$ cat src/hw/rtl/tbs_pkg.sv
`timescale 1ns / 1ps
// shared constants, types and codes for the bilinear texture sampler
// no dependencies

package tbs_pkg;

   localparam int MAX_WIDTH  = 256;
   localparam int MAX_HEIGHT = 256;
   localparam int DEPTH      = MAX_WIDTH * MAX_HEIGHT;
   localparam int ADDR_W     = $clog2(DEPTH);
   localparam int XIDX_W     = $clog2(MAX_WIDTH);
   localparam int YIDX_W     = $clog2(MAX_HEIGHT);
   localparam int SIZE_W     = 9;
   localparam int TEXEL_W    = 32;
   localparam int CH_W       = 16;
   localparam int MOD_W      = 26;
   localparam int SCALE_W    = 42;

   typedef enum logic [1:0] {
      ACT_WRITE  = 2'd0,
      ACT_READ   = 2'd1,
      ACT_SAMPLE = 2'd2,
      ACT_NONE   = 2'd3
   } action_type;

   typedef enum logic {
      CSR_WIDTH  = 1'b0,
      CSR_HEIGHT = 1'b1
   } csr_index_type;

   function automatic logic [SIZE_W-1:0] eff_size(input logic [SIZE_W-1:0] reg_val,
                                                  input logic [SIZE_W-1:0] limit);
      logic [SIZE_W-1:0] r;
      if (reg_val == '0) r = SIZE_W'(1);
      else if (reg_val > limit) r = limit;
      else r = reg_val;
      return r;
   endfunction

endpackage

$ cat src/hw/rtl/tbs_mod_unit.sv
`timescale 1ns / 1ps
// repeat-wrap unit: signed value modulo a small size, one quotient bit per cycle
// depends on tbs_pkg

module tbs_mod_unit (
   input  logic                                clock,
   input  logic                                reset,
   input  logic                                start,
   input  logic signed [tbs_pkg::MOD_W-1:0]    value,
   input  logic [tbs_pkg::SIZE_W-1:0]          modulus,
   output logic                                done,
   output logic [tbs_pkg::SIZE_W-1:0]          result
);
   import tbs_pkg::*;

   logic [MOD_W-1:0]          mag_ff, mag_in;
   logic [SIZE_W-1:0]         rem_ff, rem_in;
   logic [$clog2(MOD_W)-1:0]  cnt_ff, cnt_in;
   logic                      neg_ff, neg_in;
   logic                      run_ff, run_in;
   logic                      done_ff, done_in;
   logic [SIZE_W-1:0]         trial;

   always_comb begin
      mag_in  = mag_ff;
      rem_in  = rem_ff;
      cnt_in  = cnt_ff;
      neg_in  = neg_ff;
      run_in  = run_ff;
      done_in = 1'b0;
      trial   = {rem_ff[SIZE_W-2:0], mag_ff[MOD_W-1]};
      if (start) begin
         neg_in = value[MOD_W-1];
         mag_in = value[MOD_W-1] ? MOD_W'(-value) : MOD_W'(value);
         rem_in = '0;
         cnt_in = ($clog2(MOD_W))'(MOD_W - 1);
         run_in = 1'b1;
      end else if (run_ff) begin
         rem_in = (trial >= modulus) ? trial - modulus : trial;
         mag_in = {mag_ff[MOD_W-2:0], 1'b0};
         cnt_in = cnt_ff - 1'b1;
         if (cnt_ff == '0) begin
            run_in  = 1'b0;
            done_in = 1'b1;
         end
      end
   end

   always_ff @(posedge clock) begin
      if (reset) begin
         run_ff  <= 1'b0;
         done_ff <= 1'b0;
      end else begin
         run_ff  <= run_in;
         done_ff <= done_in;
      end
      mag_ff <= mag_in;
      rem_ff <= rem_in;
      cnt_ff <= cnt_in;
      neg_ff <= neg_in;
   end

   assign done   = done_ff;
   assign result = (neg_ff && rem_ff != '0) ? modulus - rem_ff : rem_ff;
endmodule

$ cat config.mk
export PLATFORM = sky130hd
export DESIGN_NAME = tbs_mod_unit
export DESIGN_NICKNAME = d
export VERILOG_FILES = /design/src/hw/rtl/tbs_pkg.sv /design/src/hw/rtl/tbs_mod_unit.sv
export SDC_FILE = /design/constraint.sdc
export NUM_CORES = 1
export LEC_CHECK = 0
export BUFFER_PORTS_ARGS = -buffer_cell sky130_fd_sc_hd__buf_4
export CORE_MARGIN = 5
export CORE_UTILIZATION = 60
export CTS_CLUSTER_DIAMETER = 40
export CTS_CLUSTER_SIZE = 28
export DETAILED_ROUTE_END_ITERATION = 10
export GPL_TIMING_DRIVEN = 0
export PLACE_DENSITY = 0.91
export SLEW_MARGIN = 5
export SYNTH_ARGS = -nofsm -noshare
export SYNTH_HDL_FRONTEND = slang
export SYNTH_SLANG_ARGS = --single-unit
$ cat constraint.sdc
create_clock -name clock -period 4.7 [get_ports clock]
set_input_delay 0.94 -clock clock [delete_from_list [all_inputs] [get_ports clock]]
set_output_delay 0.94 -clock clock [all_outputs]
set_load 0.1 [all_outputs]
==> run metrics, run 1 <==
hold violation total from the final report 0; count of nets left with antenna violations after detail routing 0; number of design rule violations left after detail routing 0; Placer Congestion 0.896; part of the power in combinational logic 0.335; clock latency on the worst-skew pair 300 ps; final max-slew violation count 0; number of antenna diodes 0; clock network power share 0.238; Net Sw Frac 0.357; die area 6800 µm²; total area of multi-input combinational cells 1880 µm²; total routing resource utilization after global routing 0.228; number of gates resized after CTS 0; biggest cell delay along the critical path a little over 400 ps; Vias per Instance 5.82; post-CTS clock slew at the launch and capture registers of the worst setup and hold paths 90 ps; Async SR Flop Fraction 0; Static Leakage 1.52 nW; number of synthesized register bits 43; largest net degree at the start of global routing 33; setup repair after global routing missed its margin false; max-cap violations 0; count of warnings emitted by yosys 0; count of cells along the worst hold path 2; cell total after placement 454; cell-by-cell listing of the critical path buf_4 -> inv_1 -> ha_1 -> fa_1 -> nor2b_1 -> o2111ai_1 -> a31oi_1 -> xnor2_1 -> nand2_1 -> xnor2_2 -> buf_4; maximum fanout count along the critical path 2; per-instance average area after synthesis 9.35 µm²; Syn Nets 396; most frequent cell after synthesis sky130_fd_sc_hd__nor2_1; Inserted Clock Buffers 5; io pins 48; worst clock skew 7.98 ps; cell area after synthesis 3150 µm²; number of clock sinks seen by CTS 43; most common cell type on the critical path sky130_fd_sc_hd__buf_4; GRT overflow 0; worst hold-check path type reg -> reg; setup repair bufs after CTS 0; synthesized netlist cell count 337; length in cells of the worst reg-to-reg path 7; Synth area leader sky130_fd_sc_hd__edfxtp_1; Max VDD drop 0.000208 V; worst path required time 3760 ps; area added between synthesis and finish 17.2%; clock tree from TritonCTS done; first-pass GRT wire length 11800 µm; start point of the critical path modulus[0]; detailed-route via count 2690; commonest cells in the synthesized netlist sky130_fd_sc_hd__nor2_1 (31), sky130_fd_sc_hd__edfxtp_1 (27), sky130_fd_sc_hd__inv_1 (26), sky130_fd_sc_hd__a21oi_1 (25), sky130_fd_sc_hd__xor2_1 (25); row count 26; total net switching power 0.384 mW; minimum clock period between 3000 and 4000 ps; Overall Power 1.08 mW; startpoint types input port; width of the chip 82.5 µm; Reg area 1130 µm²; total power per unit cell area roughly 290 nW/µm²; effective utilization at floorplan 0.617; worst-margin pin slew around 1200 ps; Worst path slowest cell sky130_fd_sc_hd__fa_1; final layout net count 450; Endpoint, Worst Hold cnt_ff[3]; number of levels the H-tree was split into 2; Worst Setup Path Type in -> out; antenna violations before repair 0; Total Negative Setup Slacks 0 ps; count of buffers from port buffering 47; Setup Viol. Count Final 0; fill cell instance count of the final layout 383; sequential share of power 0.427; dominant synthesized flop cell sky130_fd_sc_hd__edfxtp_1; distinct cell type count after synthesis 50; number of global-route vias before repair about 2600; DRT Wirelength 7180 µm; final non-filler cell total ~460; Seq/Total Area, Yosys 0.359; setup slack of the most critical reg-to-reg path 1680 ps; Cell Int Power 0.692 mW; total of hold buffers inserted after clock tree synthesis 0; worst setup margin 729 ps; average routed wire per standard cell 15.5 µm; Slew headroom 0.180; cell class contributing the biggest share of worst-path delay adder cells; number of DRC markers in iteration 0 160; Post-Place Worst Slack 780 ps; HPWL after detailed placement 5420 µm; result of the run complete, no violations; area fraction of the dominant cell type after synthesis 0.257; number of buffer and inverter instances along the worst setup path 3; CTS root buf sky130_fd_sc_hd__clkbuf_8; Floorplan Core Area 5110 µm²; detailed-router iteration count before antenna repair 4; CTS max path bufs 2; Final Cycle Share 0.845; endpoint class of the critical path output port; Die Height slightly above 80 µm; share of cells above drive strength 1 0.202; worst reg2reg path endpoint rem_ff[0]; Data arrival, critical path slightly above 3000 ps; startpoint of the worst register-to-register path rem_ff[1]; count of flip-flops with a built-in enable after synthesis 27; Hold Path Origin cnt_ff[3]; timing-limited maximum frequency 252 MHz; cell types with the largest area share after synthesis sky130_fd_sc_hd__edfxtp_1 (26%), sky130_fd_sc_hd__dfxtp_1 (10%), sky130_fd_sc_hd__ha_1 (7.5%), sky130_fd_sc_hd__xor2_1 (6.9%), sky130_fd_sc_hd__a21oi_1 (4.0%)
[through the flow]
stage                      util  area, µm²  hold WS [ps]
after floorplan               -       3160           461
after global placement    0.705       3600           479
after detailed placement  0.705       3600           476
after CTS                 0.723       3690           502
after global routing      0.723       3690           555
final                     0.723       3690           498
[layout make-up]
| class | count | area share |
|---|---|---|
| Multi-Input combinational cell | 256 | 0.508 |
| Sequential cell | 43 | 0.306 |
| Timing Repair Buffer | 47 | 0.0955 |
| Inverter | 26 | 0.0264 |
| Tap cell | 70 | 0.0237 |
| Clock buffer | 7 | 0.0234 |
| Buffer | 12 | 0.0142 |
| Clock inverter | 1 | 0.00237 |
[per-layer routing]
layer	GRT usage	routed length, µm	vias up
li1	-	-	1323
met1	0.296	3160	1289
met2	0.382	3580	65
met3	0.0347	297	13
met4	0.0847	138	0
met5	0	0	-
[cells in the final DEF, fill, tap and decap left out, types with 3 or more instances in the layout]
master,instances
sky130_fd_sc_hd__nor2_1,31
sky130_fd_sc_hd__ha_1,19
sky130_fd_sc_hd__buf_4,47
sky130_fd_sc_hd__nor3_1,7
sky130_fd_sc_hd__clkbuf_1,11
sky130_fd_sc_hd__o22ai_1,7
sky130_fd_sc_hd__edfxtp_1,27
sky130_fd_sc_hd__nand2_1,19
sky130_fd_sc_hd__nand3_1,4
sky130_fd_sc_hd__o31ai_1,4
sky130_fd_sc_hd__a211oi_1,4
sky130_fd_sc_hd__nand2b_1,8
sky130_fd_sc_hd__xnor2_1,13
sky130_fd_sc_hd__a21oi_1,25
sky130_fd_sc_hd__clkbuf_8,6
sky130_fd_sc_hd__a21o_1,4
sky130_fd_sc_hd__xor2_1,25
sky130_fd_sc_hd__or4_1,3
sky130_fd_sc_hd__mux2i_1,10
sky130_fd_sc_hd__o21ai_0,17
sky130_fd_sc_hd__dfxtp_1,16
sky130_fd_sc_hd__inv_1,26
sky130_fd_sc_hd__or4_4,3
sky130_fd_sc_hd__mux2_2,11
sky130_fd_sc_hd__nor2b_1,4
sky130_fd_sc_hd__or3_1,4
[how the worst max path moves through the flow]
| stage | end | depth (start not counted) |
|---|---|---|
| 2_1_floorplan | result[6] | 9 |
| 3_3_place_gp | result[8] | 11 |
| 3_5_place_dp | result[8] | 11 |
| 4_1_cts | result[8] | 11 |
| 5_1_grt | result[8] | 11 |
| 6_report | result[8] | 11 |
[cell families after synthesis]
logic type | synth area share
buf+inv | 0.0476
xor+xnor | 0.108
simple gates | 0.154
mux | 0.0711
compound gates | 0.172
fa+ha+maj | 0.0881
flops | 0.359
[state kept, by name, indices dropped and copies added (netlist names)]
register	cells
neg_ff	1
rem_ff	9
cnt_ff	5
done	1
mag_ff	26
run_ff	1
[worst min-delay path: stages, from the launching register on]
cell,delay (ps)
sky130_fd_sc_hd__dfxtp_1,340
sky130_fd_sc_hd__xnor2_1,70
sky130_fd_sc_hd__nand2b_1,60
[power groups by stage]
stage,clock network [mW],logic (mW),registers [mW]
floorplan,0,0.265,0.462
global placement,0,0.349,0.466
detailed placement,0,0.358,0.468
CTS,0.254,0.360,0.459
global route,0.273,0.392,0.462
finish,0.256,0.361,0.459
Note: power is estimated with default switching activity, not from simulation.
==> run 2: changes to the inputs <==
--- a/config.mk
+++ b/config.mk
@@ -7,12 +7,12 @@
 export LEC_CHECK = 0
 export BUFFER_PORTS_ARGS = -buffer_cell sky130_fd_sc_hd__buf_4
 export CORE_MARGIN = 5
-export CORE_UTILIZATION = 60
+export CORE_UTILIZATION = 52
 export CTS_CLUSTER_DIAMETER = 40
 export CTS_CLUSTER_SIZE = 28
 export DETAILED_ROUTE_END_ITERATION = 10
 export GPL_TIMING_DRIVEN = 0
-export PLACE_DENSITY = 0.91
+export PLACE_DENSITY = 0.84
 export SLEW_MARGIN = 5
 export SYNTH_ARGS = -nofsm -noshare
 export SYNTH_HDL_FRONTEND = slang
==> constraint.sdc (replaced) <==
create_clock -name clock -period 3.2 [get_ports clock]
set_input_delay 0.64 -clock clock [delete_from_list [all_inputs] [get_ports clock]]
set_output_delay 0.64 -clock clock [all_outputs]
set_load 0.1 [all_outputs]
==> run 2 against run 1 <==
  * Sequential cell count unchanged
  * Sequential power up 47%
  * Sequential share of layout area down 0.77 points
  * Die area up 13%
  * Clock skew down 5.9 ps
  * Cell count up 1.7%
  * Via count down 0.59%
  * Largest cell class unchanged
  * Routed wire length down 1.3%
==> run metrics, run 2 (synthesized netlist as in run 1, its figures left out) <==
result of the run complete, no violations; total routing resource utilization after global routing 0.199; cell total after placement around 460; setup repair after global routing missed its margin true; number of flip-flops in the largest register 26; Placer Congestion around 0.88; highest-count cells in the layout ignoring fill and taps sky130_fd_sc_hd__buf_4 (48), sky130_fd_sc_hd__nor2_1 (31), sky130_fd_sc_hd__edfxtp_1 (27); worst clock skew about 2.0 ps; max-cap violations 0; maximum fanout count along the critical path 2; Floorplan Core Area a little under 6000 µm²; worst-margin pin slew 1210 ps; Inserted Clock Buffers 5; Overall Power 1.57 mW; cell class contributing the biggest share of worst-path delay adder cells; clock latency on the worst-skew pair 290 ps; GRT overflow 0; count of nets left with antenna violations after detail routing 0; worst hold-check path type in -> reg; Static Leakage 1.55 nW; row count 28; average routed wire per standard cell between 15 and 20 µm; start point of the critical path modulus[0]; Vias per Instance approximately 5.7; most common library cell in the layout ignoring fill and taps sky130_fd_sc_hd__buf_4; number of global-route vias before repair approximately 2800; Final Cycle Share 0.984; biggest cell delay along the critical path 420 ps; DRT Wirelength 7080 µm; CTS max path bufs 2; number of buffer and inverter instances along the worst setup path 3; CTS root buf sky130_fd_sc_hd__clkbuf_8; number of DRC markers in iteration 0 120; Reg with most FFs mag_ff; effective utilization at floorplan 0.532; startpoint of the worst register-to-register path rem_ff[1]; core occupancy in the finished layout 0.642; Reg area around 1100 µm²; number of design rule violations left after detail routing 0; Setup Viol. Count Final 0; Die Height 87.9 µm; total power per unit cell area 412 nW/µm²; Max VDD drop 0.000223 V; share of cells above drive strength 1 0.241; count of buffers from port buffering 47; cell-by-cell listing of the critical path buf_8 -> inv_4 -> ha_4 -> fa_2 -> nor2b_4 -> o2111ai_2 -> a31oi_1 -> xnor2_1 -> nand2_1 -> xnor2_2 -> buf_6; hold violation total from the final report 0; Data arrival, critical path approximately 2500 ps; number of antenna diodes 0; number of clock sinks seen by CTS 43; largest net degree at the start of global routing 33; area added between synthesis and finish 20.5%; endpoint class of the critical path output port; top flop regs mag_ff: 26 flops, rem_ff: 9 flops, cnt_ff: 5 flops; fill cell instance count of the final layout 495; total area of multi-input combinational cells just under 2000 µm²; final max-slew violation count 0; first-pass GRT wire length 12100 µm; Worst Setup Path Type in -> out; final non-filler cell total 470; minimum clock period 3150 ps; width of the chip 87.9 µm; Worst path slowest cell sky130_fd_sc_hd__fa_2; detailed-route via count 2674; antenna violations before repair 0; Slew headroom 0.194; worst path required time 2560 ps; startpoint types input port; timing-limited maximum frequency 318 MHz; number of levels the H-tree was split into 2; die area between 7000 and 8000 µm²; detailed-router iteration count before antenna repair 4; HPWL after detailed placement 5500 µm; post-CTS clock slew at the launch and capture registers of the worst setup and hold paths 80 ps; clock tree from TritonCTS done; io pins 48; Hold Path Origin reset; final layout net count 453
run 2: cell types whose count changed in the layout (fill, tap and decap cells not counted), sizes merged:
cell | previous run | this run
clkinv | 1 | 2
clkbuf | 17 | 16
buf | 49 | 52
run 2: timing repair:
item                       CTS  global route
hold buffers                 0             0
buffers inserted             0             3
resized for setup            4            12
setup endpoints to repair    1             6
hold endpoints to repair     0             0
pin swaps                    1             5
run 2: worst paths after layout:
check / to / slack (ps) / depth (start not counted)
setup / recovery: result[8] / 50 / 11
hold / removal: run_ff / 500 / 2
setup reg to reg: rem_ff[0] / 590 / 7
hold reg to reg: cnt_ff[3] / 520 / 2
run 2: cell type report:
type                            instances  area share
Sequential cell                        43       0.298
Tap cell                               75      0.0247
Timing Repair Buffer                   50       0.102
Multi-Input combinational cell        256       0.514
Clock buffer                            6      0.0191
Buffer                                 12      0.0142
Clock inverter                          2     0.00198
Inverter                               26      0.0264
run 2: layer usage:
layer	GRT usage	vias to the layer above	share of wire
met2	0.367	59	0.53
met4	0.0628	0	0.015
met1	0.232	1278	0.42
li1	-	1325	-
met5	0	-	0
met3	0.0339	12	0.041
run 2: metrics by stage:
step	setup slack, ps	hold slack (ps)	area (µm²)	setup TNS [ps]
finish	51.0	502	3800	0
global route	-48.4	503	3800	-48.4
CTS	8.07	498	3740	0
detailed placement	-102	503	3650	-191
global placement	-97.6	479	3650	-162
floorplan	-311	461	3200	-316
run 2: power by group:
group | switching [mW] | total [mW] | internal [mW]
Sequential | 0.0245 | 0.676 | 0.651
Combinational | 0.351 | 0.560 | 0.208
Clock | 0.181 | 0.330 | 0.149
